[src/rtl/kaq_pkg.sv]
// ----------------------------------------------------------------------------
// Key auto-repeat qualifier package
// Register widths, register indexes and shared types.
// ----------------------------------------------------------------------------
package kaq_pkg;

  // Width of every configuration register and of the 16-bit payload fields.
  localparam int CFG_BITS   = 16;
  localparam int INDEX_BITS = 3;

  // Configuration register indexes.
  localparam logic [INDEX_BITS-1:0] REG_PRESS_THRESHOLD = 3'd0;
  localparam logic [INDEX_BITS-1:0] REG_HOLD_DELAY      = 3'd1;
  localparam logic [INDEX_BITS-1:0] REG_REPEAT_INITIAL  = 3'd2;
  localparam logic [INDEX_BITS-1:0] REG_REPEAT_PERIOD   = 3'd3;
  localparam logic [INDEX_BITS-1:0] REG_RELEASE_MAX     = 3'd4;

  // Reset values of the configuration registers.
  localparam logic [CFG_BITS-1:0] RST_PRESS_THRESHOLD = 16'd0;
  localparam logic [CFG_BITS-1:0] RST_HOLD_DELAY      = 16'd0;
  localparam logic [CFG_BITS-1:0] RST_REPEAT_INITIAL  = 16'd30;
  localparam logic [CFG_BITS-1:0] RST_REPEAT_PERIOD   = 16'd6;
  localparam logic [CFG_BITS-1:0] RST_RELEASE_MAX     = 16'hFFFF;

  // A release limit of all ones means no limit.
  localparam logic [CFG_BITS-1:0] RELEASE_UNLIMITED = 16'hFFFF;

  // Status of the remainder unit.
  typedef struct packed {
    logic busy;
    logic done;
  } kaq_div_status_t;

  // One result.
  typedef struct packed {
    logic                clicked;
    logic                held;
    logic                pulsed;
    logic                released;
    logic [CFG_BITS-1:0] ticks_active;
    logic [CFG_BITS-1:0] ticks_inactive;
  } kaq_result_t;

endpackage

[src/rtl/kaq_remainder.sv]
// ----------------------------------------------------------------------------
// Key auto-repeat qualifier: remainder unit
// Restoring bit-serial remainder, one dividend bit per cycle.
// ----------------------------------------------------------------------------
module kaq_remainder import kaq_pkg::*; #(
  parameter int DIVIDEND_BITS = 16
) (
  input  logic                     clk,
  input  logic                     rst,
  input  logic                     start,
  input  logic [DIVIDEND_BITS-1:0] dividend,
  input  logic [CFG_BITS-1:0]      divisor,
  output kaq_div_status_t          status,
  output logic [CFG_BITS-1:0]      remainder
);

  localparam int STEP_BITS = $clog2(DIVIDEND_BITS + 1);

  logic [DIVIDEND_BITS-1:0] dvd;
  logic [CFG_BITS-1:0]      dsr;
  logic [CFG_BITS-1:0]      rem;
  logic [CFG_BITS-1:0]      rem_next;
  logic [STEP_BITS-1:0]     steps;
  logic                     busy;
  logic                     done;
  logic [CFG_BITS:0]        trial;
  logic                     fits;

  // The partial remainder stays below the divisor, so the trial value
  // fits in one bit more than the divisor.
  always_comb begin
    trial    = {rem, dvd[DIVIDEND_BITS-1]};
    fits     = (trial >= {1'b0, dsr});
    rem_next = fits ? CFG_BITS'(trial - {1'b0, dsr}) : trial[CFG_BITS-1:0];
  end

  always_ff @(posedge clk) begin
    if (rst) begin
      busy  <= 1'b0;
      done  <= 1'b0;
      steps <= '0;
    end else if (start) begin
      busy  <= 1'b1;
      done  <= 1'b0;
      steps <= STEP_BITS'(DIVIDEND_BITS);
    end else if (busy) begin
      steps <= steps - STEP_BITS'(1);
      if (steps == STEP_BITS'(1)) begin
        busy <= 1'b0;
        done <= 1'b1;
      end
    end else begin
      done <= 1'b0;
    end
  end

  always_ff @(posedge clk) begin
    if (start) begin
      dvd <= dividend;
      dsr <= divisor;
      rem <= '0;
    end else if (busy) begin
      dvd <= {dvd[DIVIDEND_BITS-2:0], 1'b0};
      rem <= rem_next;
    end
  end

  assign status.busy = busy;
  assign status.done = done;
  assign remainder   = rem;

endmodule

[src/rtl/key_autorepeat_qualifier_top.sv]
// ----------------------------------------------------------------------------
// Key auto-repeat qualifier
// Qualifies a sampled key level into click, held, repeat pulse and release.
// ----------------------------------------------------------------------------
//
//   Channel   Handshake               Payload
//   -------   ---------------------   ---------------------------------------
//   input     in_valid / in_stall     level, clear
//   output    out_valid / out_stall   clicked, held, pulsed, released,
//                                     ticks_active, ticks_inactive
//   config    cfg_valid / cfg_ready   cfg_index, cfg_data
//
// One request is taken every cycle while in_stall is low; its result enters
// the output register on the next cycle, or the skid register while a
// stalled result waits there. The whole update is one pass of compares and
// increments between the state registers and the result register.
// Reset clears levels, counters and the repeat phase and loads the register
// reset values. A two-entry output queue (output register plus skid register)
// lets a request in while one result waits; in_stall rises when both are
// full, and while a bit-serial remainder unit rebuilds the repeat phase after
// a write of repeat_period_ticks, until the rebuilt phase is loaded.
// ----------------------------------------------------------------------------
module key_autorepeat_qualifier_top import kaq_pkg::*; #(
  parameter int COUNT_BITS = 16,
  parameter int LEVEL_BITS = 16
) (
  input  logic                  clk,
  input  logic                  rst,
  // Input channel.
  input  logic                  in_valid,
  output logic                  in_stall,
  input  logic [CFG_BITS-1:0]   level,
  input  logic                  clear,
  // Output channel.
  output logic                  out_valid,
  input  logic                  out_stall,
  output logic                  clicked,
  output logic                  held,
  output logic                  pulsed,
  output logic                  released,
  output logic [CFG_BITS-1:0]   ticks_active,
  output logic [CFG_BITS-1:0]   ticks_inactive,
  // Configuration write channel.
  input  logic                  cfg_valid,
  output logic                  cfg_ready,
  input  logic [INDEX_BITS-1:0] cfg_index,
  input  logic [CFG_BITS-1:0]   cfg_data
);

  // Only the low LEVEL_BITS of the level and threshold take part, and never
  // more than the 16 bits that the ports carry.
  localparam int LVL_W    = (LEVEL_BITS < CFG_BITS) ? LEVEL_BITS : CFG_BITS;
  // Width in which counts are compared against the 16-bit registers.
  localparam int EXT_BITS = (COUNT_BITS > CFG_BITS) ? COUNT_BITS : CFG_BITS;
  localparam logic [COUNT_BITS-1:0] CNT_MAX = {COUNT_BITS{1'b1}};

  // Configuration registers.
  logic [CFG_BITS-1:0] press_threshold;
  logic [CFG_BITS-1:0] hold_delay_ticks;
  logic [CFG_BITS-1:0] repeat_initial_ticks;
  logic [CFG_BITS-1:0] repeat_period_ticks;
  logic [CFG_BITS-1:0] release_max_ticks;

  // Qualifier state.
  logic [LVL_W-1:0]      level_now;
  logic [LVL_W-1:0]      level_before;
  logic [COUNT_BITS-1:0] active_count;
  logic [COUNT_BITS-1:0] active_count_before;
  logic [COUNT_BITS-1:0] inactive_count;
  logic [CFG_BITS-1:0]   repeat_phase;

  logic [LVL_W-1:0]      level_now_next;
  logic [LVL_W-1:0]      level_before_next;
  logic [COUNT_BITS-1:0] active_count_next;
  logic [COUNT_BITS-1:0] active_count_before_next;
  logic [COUNT_BITS-1:0] inactive_count_next;
  logic [CFG_BITS-1:0]   repeat_phase_next;

  // Output queue.
  kaq_result_t result;
  kaq_result_t out_reg;
  kaq_result_t skid;
  logic        skid_valid;

  // Remainder unit hookup.
  kaq_div_status_t       div_status;
  logic [CFG_BITS-1:0]   div_remainder;
  logic                  period_write;
  logic [CFG_BITS-1:0]   cfg_period_eff;

  logic                  accept;
  logic                  take;
  logic                  cfg_write;

  logic [LVL_W-1:0]      threshold;
  logic [CFG_BITS-1:0]   period_eff;
  logic [CFG_BITS-1:0]   initial_eff;
  logic                  on_prev;
  logic                  on_in;
  logic                  on_new;
  logic                  was_new;
  logic                  click;
  logic                  active_at_max;
  logic                  inactive_at_max;
  logic [CFG_BITS:0]     phase_inc;
  logic [EXT_BITS-1:0]   ac_ext;
  logic [EXT_BITS-1:0]   acb_ext;
  logic [EXT_BITS-1:0]   ic_ext;
  logic                  repeat_ok;
  logic                  repeat_hit;

  // --------------------------------------------------------------------------
  // Handshakes. Requests wait while both queue entries are full or while the
  // repeat phase is being rebuilt after a period change, including the cycle
  // in which the rebuilt phase is loaded.
  // --------------------------------------------------------------------------
  assign in_stall  = skid_valid | div_status.busy | div_status.done;
  assign cfg_ready = ~div_status.busy;
  assign accept    = in_valid & ~in_stall;
  assign take      = out_valid & ~out_stall;
  assign cfg_write = cfg_valid & cfg_ready;

  // --------------------------------------------------------------------------
  // Configuration registers.
  // --------------------------------------------------------------------------
  always_ff @(posedge clk) begin
    if (rst) begin
      press_threshold      <= RST_PRESS_THRESHOLD;
      hold_delay_ticks     <= RST_HOLD_DELAY;
      repeat_initial_ticks <= RST_REPEAT_INITIAL;
      repeat_period_ticks  <= RST_REPEAT_PERIOD;
      release_max_ticks    <= RST_RELEASE_MAX;
    end else if (cfg_write) begin
      unique case (cfg_index)
        REG_PRESS_THRESHOLD: press_threshold      <= cfg_data;
        REG_HOLD_DELAY:      hold_delay_ticks     <= cfg_data;
        REG_REPEAT_INITIAL:  repeat_initial_ticks <= cfg_data;
        REG_REPEAT_PERIOD:   repeat_period_ticks  <= cfg_data;
        REG_RELEASE_MAX:     release_max_ticks    <= cfg_data;
        default: begin
        end
      endcase
    end
  end

  // --------------------------------------------------------------------------
  // Repeat phase rebuild. The phase tracks active_count modulo the period
  // incrementally; when the period changes, it is recomputed from the count
  // that the block holds at that moment.
  // --------------------------------------------------------------------------
  assign period_write   = cfg_write & (cfg_index == REG_REPEAT_PERIOD);
  assign cfg_period_eff = (cfg_data == '0) ? CFG_BITS'(1) : cfg_data;

  kaq_remainder #(
    .DIVIDEND_BITS (COUNT_BITS)
  ) u_remainder (
    .clk       (clk),
    .rst       (rst),
    .start     (period_write),
    .dividend  (active_count),
    .divisor   (cfg_period_eff),
    .status    (div_status),
    .remainder (div_remainder)
  );

  // --------------------------------------------------------------------------
  // State update for one request.
  // --------------------------------------------------------------------------
  always_comb begin
    threshold   = press_threshold[LVL_W-1:0];
    period_eff  = (repeat_period_ticks == '0) ? CFG_BITS'(1) : repeat_period_ticks;
    initial_eff = (repeat_initial_ticks == '0) ? CFG_BITS'(1) : repeat_initial_ticks;

    active_at_max   = (active_count == CNT_MAX);
    inactive_at_max = (inactive_count == CNT_MAX);
    phase_inc       = {1'b0, repeat_phase} + (CFG_BITS + 1)'(1);

    // Level of this request against the level that becomes "before".
    on_prev = (level_now > threshold);
    on_in   = (level[LVL_W-1:0] > threshold);

    level_now_next           = level[LVL_W-1:0];
    level_before_next        = level_now;
    active_count_next        = '0;
    active_count_before_next = '0;
    inactive_count_next      = inactive_at_max ? inactive_count
                                               : inactive_count + COUNT_BITS'(1);
    repeat_phase_next        = '0;

    if (clear) begin
      level_now_next      = '0;
      level_before_next   = '0;
      inactive_count_next = '0;
    end else if (on_in && !on_prev) begin
      // Press edge: counts restart, the inactive count still advances.
    end else if (on_in || on_prev) begin
      // Held, or the release tick, which still counts as active.
      active_count_before_next = active_count;
      active_count_next        = active_at_max ? active_count
                                               : active_count + COUNT_BITS'(1);
      inactive_count_next      = '0;
      if (active_at_max) begin
        repeat_phase_next = repeat_phase;
      end else if (phase_inc == {1'b0, period_eff}) begin
        repeat_phase_next = '0;
      end else begin
        repeat_phase_next = phase_inc[CFG_BITS-1:0];
      end
    end
  end

  // --------------------------------------------------------------------------
  // Result of one request, judged on the updated state.
  // --------------------------------------------------------------------------
  always_comb begin
    on_new  = (level_now_next > threshold);
    was_new = (level_before_next > threshold);
    click   = on_new & ~was_new;

    ac_ext  = EXT_BITS'(active_count_next);
    acb_ext = EXT_BITS'(active_count_before_next);
    ic_ext  = EXT_BITS'(inactive_count_next);

    // A repeat needs a count that moved on from a nonzero value.
    repeat_ok  = on_new & (acb_ext != '0) & (ac_ext != acb_ext);
    repeat_hit = (ac_ext > EXT_BITS'(initial_eff)) ? (repeat_phase_next == '0)
                                                   : (ac_ext == EXT_BITS'(initial_eff));

    result.clicked        = click;
    result.held           = on_new & (ac_ext >= EXT_BITS'(hold_delay_ticks));
    result.pulsed         = click | (repeat_ok & repeat_hit);
    result.released       = ~on_new & was_new &
                            ((release_max_ticks == RELEASE_UNLIMITED) ||
                             (ac_ext <= EXT_BITS'(release_max_ticks)));
    result.ticks_active   = ac_ext[CFG_BITS-1:0];
    result.ticks_inactive = ic_ext[CFG_BITS-1:0];
  end

  // --------------------------------------------------------------------------
  // State registers.
  // --------------------------------------------------------------------------
  always_ff @(posedge clk) begin
    if (rst) begin
      level_now           <= '0;
      level_before        <= '0;
      active_count        <= '0;
      active_count_before <= '0;
      inactive_count      <= '0;
      repeat_phase        <= '0;
    end else if (accept) begin
      level_now           <= level_now_next;
      level_before        <= level_before_next;
      active_count        <= active_count_next;
      active_count_before <= active_count_before_next;
      inactive_count      <= inactive_count_next;
      repeat_phase        <= repeat_phase_next;
    end else if (div_status.done) begin
      repeat_phase <= div_remainder;
    end
  end

  // --------------------------------------------------------------------------
  // Output queue. A request only enters while the skid entry is empty; its
  // result goes straight to the output register when that is free or being
  // taken, and to the skid entry otherwise.
  // --------------------------------------------------------------------------
  always_ff @(posedge clk) begin
    if (rst) begin
      out_valid  <= 1'b0;
      skid_valid <= 1'b0;
    end else if (skid_valid) begin
      if (take) begin
        skid_valid <= 1'b0;
      end
    end else if (accept) begin
      if (out_valid && !take) begin
        skid_valid <= 1'b1;
      end else begin
        out_valid <= 1'b1;
      end
    end else if (take) begin
      out_valid <= 1'b0;
    end
  end

  always_ff @(posedge clk) begin
    if (skid_valid) begin
      if (take) begin
        out_reg <= skid;
      end
    end else if (accept) begin
      if (out_valid && !take) begin
        skid <= result;
      end else begin
        out_reg <= result;
      end
    end
  end

  assign clicked        = out_reg.clicked;
  assign held           = out_reg.held;
  assign pulsed         = out_reg.pulsed;
  assign released       = out_reg.released;
  assign ticks_active   = out_reg.ticks_active;
  assign ticks_inactive = out_reg.ticks_inactive;

endmodule

[config.mk]
export PLATFORM = sky130hd
export DESIGN_NAME = key_autorepeat_qualifier_top
export DESIGN_NICKNAME = d
export VERILOG_FILES = /design/src/rtl/kaq_pkg.sv /design/src/rtl/kaq_remainder.sv /design/src/rtl/key_autorepeat_qualifier_top.sv
export SDC_FILE = /design/constraint.sdc
export NUM_CORES = 1
export LEC_CHECK = 0
export ABC_AREA = 1
export ABC_CLOCK_PERIOD_IN_PS = 7000
export BUFFER_PORTS_ARGS = -buffer_cell sky130_fd_sc_hd__buf_2
export CAP_MARGIN = 20
export CELL_PAD_IN_SITES_DETAIL_PLACEMENT = 1
export CELL_PAD_IN_SITES_GLOBAL_PLACEMENT = 2
export CORE_MARGIN = 2
export CORE_UTILIZATION = 40
export DETAILED_ROUTE_END_ITERATION = 6
export PLACE_DENSITY_LB_ADDON = 0.05
export SYNTH_ARGS = -nofsm -noshare
export SYNTH_HDL_FRONTEND = slang
export SYNTH_SLANG_ARGS = --single-unit
[constraint.sdc]
create_clock -name clk -period 7 [get_ports clk]
set_input_delay 1.05 -clock clk [delete_from_list [all_inputs] [get_ports clk]]
set_output_delay 1.05 -clock clk [all_outputs]
set_load 0.01 [all_outputs]
### After elaboration in Yosys (flattened, before gate mapping)

Cells that the tools add are included.

* mux-type cells: 42
* add/subtract/negate cells: 5
* eq/ne operators: 14
* magnitude comparators: 8
* reduce and logical (&&, ||, !) cells: 26
* bitwise gates (word level): 20

Operators with widths (count)
* 16-bit 2-to-1 mux: 25
* 36-bit 2-to-1 mux: 4
* 16-bit > comparator: 5
* 16-bit zero test: 4
* 16-bit == test (second input constant): 3
* 16-bit by 1-bit adder with 16-bit output (second input constant): 2
* 16-bit by 1-bit adder with 17-bit output (second input constant): 1
* 17-bit by 16-bit == test with 1-bit output: 1
* 17-bit by 16-bit greater-or-equal comparator with 1-bit output: 1
* 16-bit == test: 1
* 16-bit greater-or-equal comparator: 1
* 16-bit <= comparator: 1
* 16-bit != test: 1
* 16-bit nonzero test: 1
* 16-bit subtractor: 1
* 1-bit bitwise AND: 11
* 1-bit 2-to-1 mux: 11
* 5-bit 2-to-1 mux: 2
* 2-bit AND reduction: 5
* 3-bit AND reduction: 3
* 2-bit nonzero test: 4
* 3-bit by 2-bit == test with 1-bit output (second input constant): 2
* 1-bit NOT: 6
* 5-bit by 1-bit == test with 1-bit output (second input constant): 1
* 12 further kinds: 18

* register bits after elaboration: 273

### Logic depth before layout (Yosys ltp)

* depth after elaboration: 15
* depth in mapped cells: 27

### Hierarchy

A second synthesis with hierarchy kept.

* cell total of the unflattened synthesis: 2118
* area total of the unflattened synthesis: 15877.7 sq um

Modules (own cells, without submodules)
* key_autorepeat_qualifier_top: area each 12395.6 sq um, cells an instance 1664, times used 1, sequential area each 5084.9 sq um
* kaq_remainder: area each 3482.1 sq um, cells an instance 454, times used 1, sequential area each 1421.4 sq um

### Least setup slack after synthesis

Ideal clock, no wire load.

* path kind: in2reg
* start: input port clear
* end: register out_reg, in the netlist pulsed (data pin)
* arrival time: 3.410 ns
* library setup time: 0.131 ns
* path slack: 3.459 ns
* required time: 6.869 ns
* buffers on the path: 3
* stages: 17
* cells stage by stage: clkbuf_1 -> clkbuf_1 -> clkbuf_1 -> nor2_1 -> ha_1 -> nand2_1 -> inv_1 -> nand3_1 -> nor4_1 -> inv_1 -> o41ai_1 -> inv_1 -> nor2_1 -> inv_1 -> nand2_2 -> nand2_1 -> nand2_1

RTL lines
* from (decl): line key_autorepeat_qualifier_top.sv:33 `input logic clear,`
* to (signal assigned): line key_autorepeat_qualifier_top.sv:289 `out_reg <= skid;`
* to (signal assigned): line key_autorepeat_qualifier_top.sv:295 `out_reg <= result;`
* to (decl): line key_autorepeat_qualifier_top.sv:81 `kaq_result_t out_reg;`

==> impl_metrics.ini <==
[cts]
clock_sinks = 273
cts.htree.levels = 2
worstSkewPairLatency_ps = 540
post-cts-setup-buffer-count = 0
cts-root-buf = sky130_fd_sc_hd__clkbuf_16
tritoncts = yes
cts_inserted_buffers = 34
cts.reportedPaths.clkPinSlew_ps = 60
cts-root-to-sink-buffers = 3
cts_hold_fix_bufs = 0
cts_repair_resize_count = 0

[sta]
hold_viol = 0
tightest_slew_ps = 1060
final.period_utilization = 0.661
setup_repair_after_global_routing_missed_its_margin = no
setup_viol_count_final = 0
achievable-frequency_mhz = 216
tmin_final_ps = 4630
timing_max_transition_violations_final = 0
slew_headroom = 0.293
final.setup.tns_ps = 0
clock_skew_ps = 14.4

[setup_path]
max_stage_delay_ps = 650
timing.critical_path.mode_cell = sky130_fd_sc_hd__nand2_1
slowest_cell_on_the_critical_path = sky130_fd_sc_hd__inv_2
timing.critical_path.to_type = register
r2r_cells = 25
worst_r2r_endpoint = pulsed
cp.required_ps = 7290
data_arrival_time_of_the_critical_path_ps = 4920
worst-r2r-setup-slack_ps = 2370
r2r_start = press_threshold[7]
cp-start-kind = register
critPathMaxFanout = 28
timing.setup.critical_path_class = reg2reg

[grt]
grt_pass1_vias = 13379
number_of_antenna_violations_at_the_first_check_in_global_routing = 2
globalRoute.totalOverflow = 0
grt_pass1_wl_mm = 75.0
largest_net_degree_at_the_start_of_global_routing = 106
total_routing_usage_gr = 0.249

[logic_synthesis]
async_flop_share = 0
synth_top_area_frac = 0.224
netlist-cell-type-count = 52
ys_warn_count = 0
netlist_top_cells_area = sky130_fd_sc_hd__dfxtp_1 (22%), sky130_fd_sc_hd__edfxtp_1 (21%), sky130_fd_sc_hd__nand2_1 (10%)
main_combinational_cell_family_by_area_after_synthesis = simple AND/OR/NAND/NOR gates
post_synth.cell_area_avg_sq_um = 7.72
synth.top_cells.by_count = sky130_fd_sc_hd__nand2_1 (402), sky130_fd_sc_hd__inv_1 (257), sky130_fd_sc_hd__o21ai_0 (199)
synthesized_area_fraction_occupied_by_ao_oa_aoi_and_oai_cells = 0.168
synth.ff_latch_count = 273
synthCells = 1955
mappedNetlistArea_sq_um = 15100
post-synth-top-count-cell = sky130_fd_sc_hd__nand2_1
ys_seq_area_frac = 0.431
xor_xnor_fraction_of_synth_area = 0.0202
yosys.area_share.simple = 0.199
post_synth_edffs = 104
synth_fp_nets = 2108
synth-main-ff-cell = sky130_fd_sc_hd__dfxtp_1
synth_top_area_cell = sky130_fd_sc_hd__dfxtp_1
synthMuxAreaShare = 0
synth-adder-area-share = 0.0933

[layout]
area_delta_synth_final_pct = 12.5
drive_above_1_share = 0.0842
utilization = 0.454
multi_input_area_sq_um = 7270
fin_nets = 2146
seqCellArea_sq_um = 6510
final.fill_count = 4596
total_inserted_antenna_cells = 0

[floorplanning]
die_width_um = 198
initial_util = 0.404
core.rowCount = 71
dieArea_sq_um = 39300
die_h_um = 198
design.core.area_sq_um = 37400
top_level_ports = 80

[pwr]
fin_total_pwr_mw = 4.54
powerDensity_nw_per_um2 = 268
netSwitchingPower_mw = 1.42
sw_frac_of_total = 0.313
power.share.sequential = 0.417
ir_worst_vdd_v = 0.000172
combPwrFrac = 0.200
cell_internal_pwr_mw = 3.12
leakage_power_summed_over_all_cells_nw = 7.50
power.share.clock = 0.383

[job]
drv.max_cap_violation_count = 0

[place]
place.detailed.hpwl_mm = 33.9
io_buffer_count = 79
finalWeightedCongestion = 0.839

[route]
met1_wire_length_mm = 22.0
routed-wl-met3_mm = 1.71
dr.max_layer_used = met4
wire_per_inst_um = 18.8
ant_nets = 0
vias_per_cell = 5.26
dr_wl_met2_mm = 22.6
drt_drc_violations_left = 0
detail_route.iter0.violations = 634
routed-via-count = 13304
drt-pass1-iter-count = 5
final_wirelength_mm = 47.6

[hold_path]
hold_start = hold_delay_ticks[7]
worstHoldEndpoint = hold_delay_ticks[7]
min_path_type = reg2reg
worst_hold_path.num_cells = 2

[status]
run_status = completed
worst max-delay path, delay by kind of cell (launching register included):
kind | cells | cell delay [ps]
and+or+nand+nor | 15 | 1810
buffers and inverters | 3 | 900
AOI/OAI and AO/OA | 5 | 800
adders and majority gates | 2 | 570
DFF | 1 | 300
cells by family after synthesis:
| kind of cell | Yosys count |
|---|---|
| flip-flops | 273 |
| XOR/XNOR | 30 |
| AND/OR/NAND/NOR | 718 |
| buffers and inverters | 352 |
| adder cells (fa/ha/maj) | 112 |
| AO/OA/AOI/OAI | 470 |
per-stage QoR:
step	cells	setup slack (ps)	hold slack (ps)	instance area, sq um
floorplan	1955	3460	435	15100
global placement	2468	2150	453	15900
detailed placement	2468	2030	459	15900
CTS	2529	2330	469	17000
global route	2529	1820	487	17000
finish	2529	2370	465	17000
placed cells by master (no fill, tap or decap), drive strengths merged, types with 3 or more instances in the layout:
cell      n
clkbuf   46
ha      111
o22ai     3
xnor2    11
nor2    176
a22oi     8
dfxtp   169
inv     263
buf      92
a21oi   194
nor3     24
a211oi    7
a21boi    3
nand3b    3
o21a      3
o21ai   208
o211ai   25
nor4     12
nand2   405
xor2     16
a31oi     4
nand3    68
edfxtp  104
clkinv   10
o221ai    3
nand4    27
final cells by class:
cell class,count,area share
Sequential cell,273,0.383
Inverter,262,0.0580
Timing Repair Buffer,92,0.0290
Clock buffer,46,0.0558
Tap cell,511,0.0377
Clock inverter,15,0.00796
Multi-Input combinational cell,1330,0.428
worst max-delay path by stage:
stage / from / end / slack, ps / depth (start not counted)
after floorplan: clear / pulsed / 3460 / 17
after global placement: clear / pulsed / 2150 / 19
after detailed placement: clear / pulsed / 2030 / 19
after CTS: press_threshold[7] / pulsed / 2330 / 25
after global routing: press_threshold[7] / pulsed / 1820 / 25
final: press_threshold[7] / pulsed / 2370 / 25
flip-flops by register name, summed over array words and instances (netlist names):
signal                 flops
pulsed                     1
released                   1
repeat_period_ticks       16
u_remainder.dvd           16
u_remainder.busy           1
level_now                 16
ticks_inactive            16
active_count              16
skid                      36
u_remainder.done           1
hold_delay_ticks          16
press_threshold           16
skid_valid                 1
repeat_phase              16
release_max_ticks         16
u_remainder.dsr           16
clicked                    1
u_remainder.remainder     16
u_remainder.steps          5
repeat_initial_ticks      16
inactive_count            16
ticks_active              16
held                       1
out_valid                  1
metal layers:
layer  vias to the layer above  track usage
li1                       6595            -
met3                        64       0.0317
met4                         0       0.0794
met5                         -            0
met1                      6435        0.329
met2                       210        0.424
power by group through the flow:
| stage | registers (mW) | logic (mW) | clock network, mW |
|---|---|---|---|
| 3_3_place_gp | 1.93 | 0.884 | 0 |
| 3_5_place_dp | 1.93 | 0.910 | 0 |
| 6_report | 1.89 | 0.907 | 1.74 |
| 5_1_grt | 1.91 | 1.04 | 1.84 |
| 4_1_cts | 1.90 | 0.917 | 1.78 |
| 2_1_floorplan | 1.90 | 0.637 | 0 |
Power figures use the tool's default switching activity.
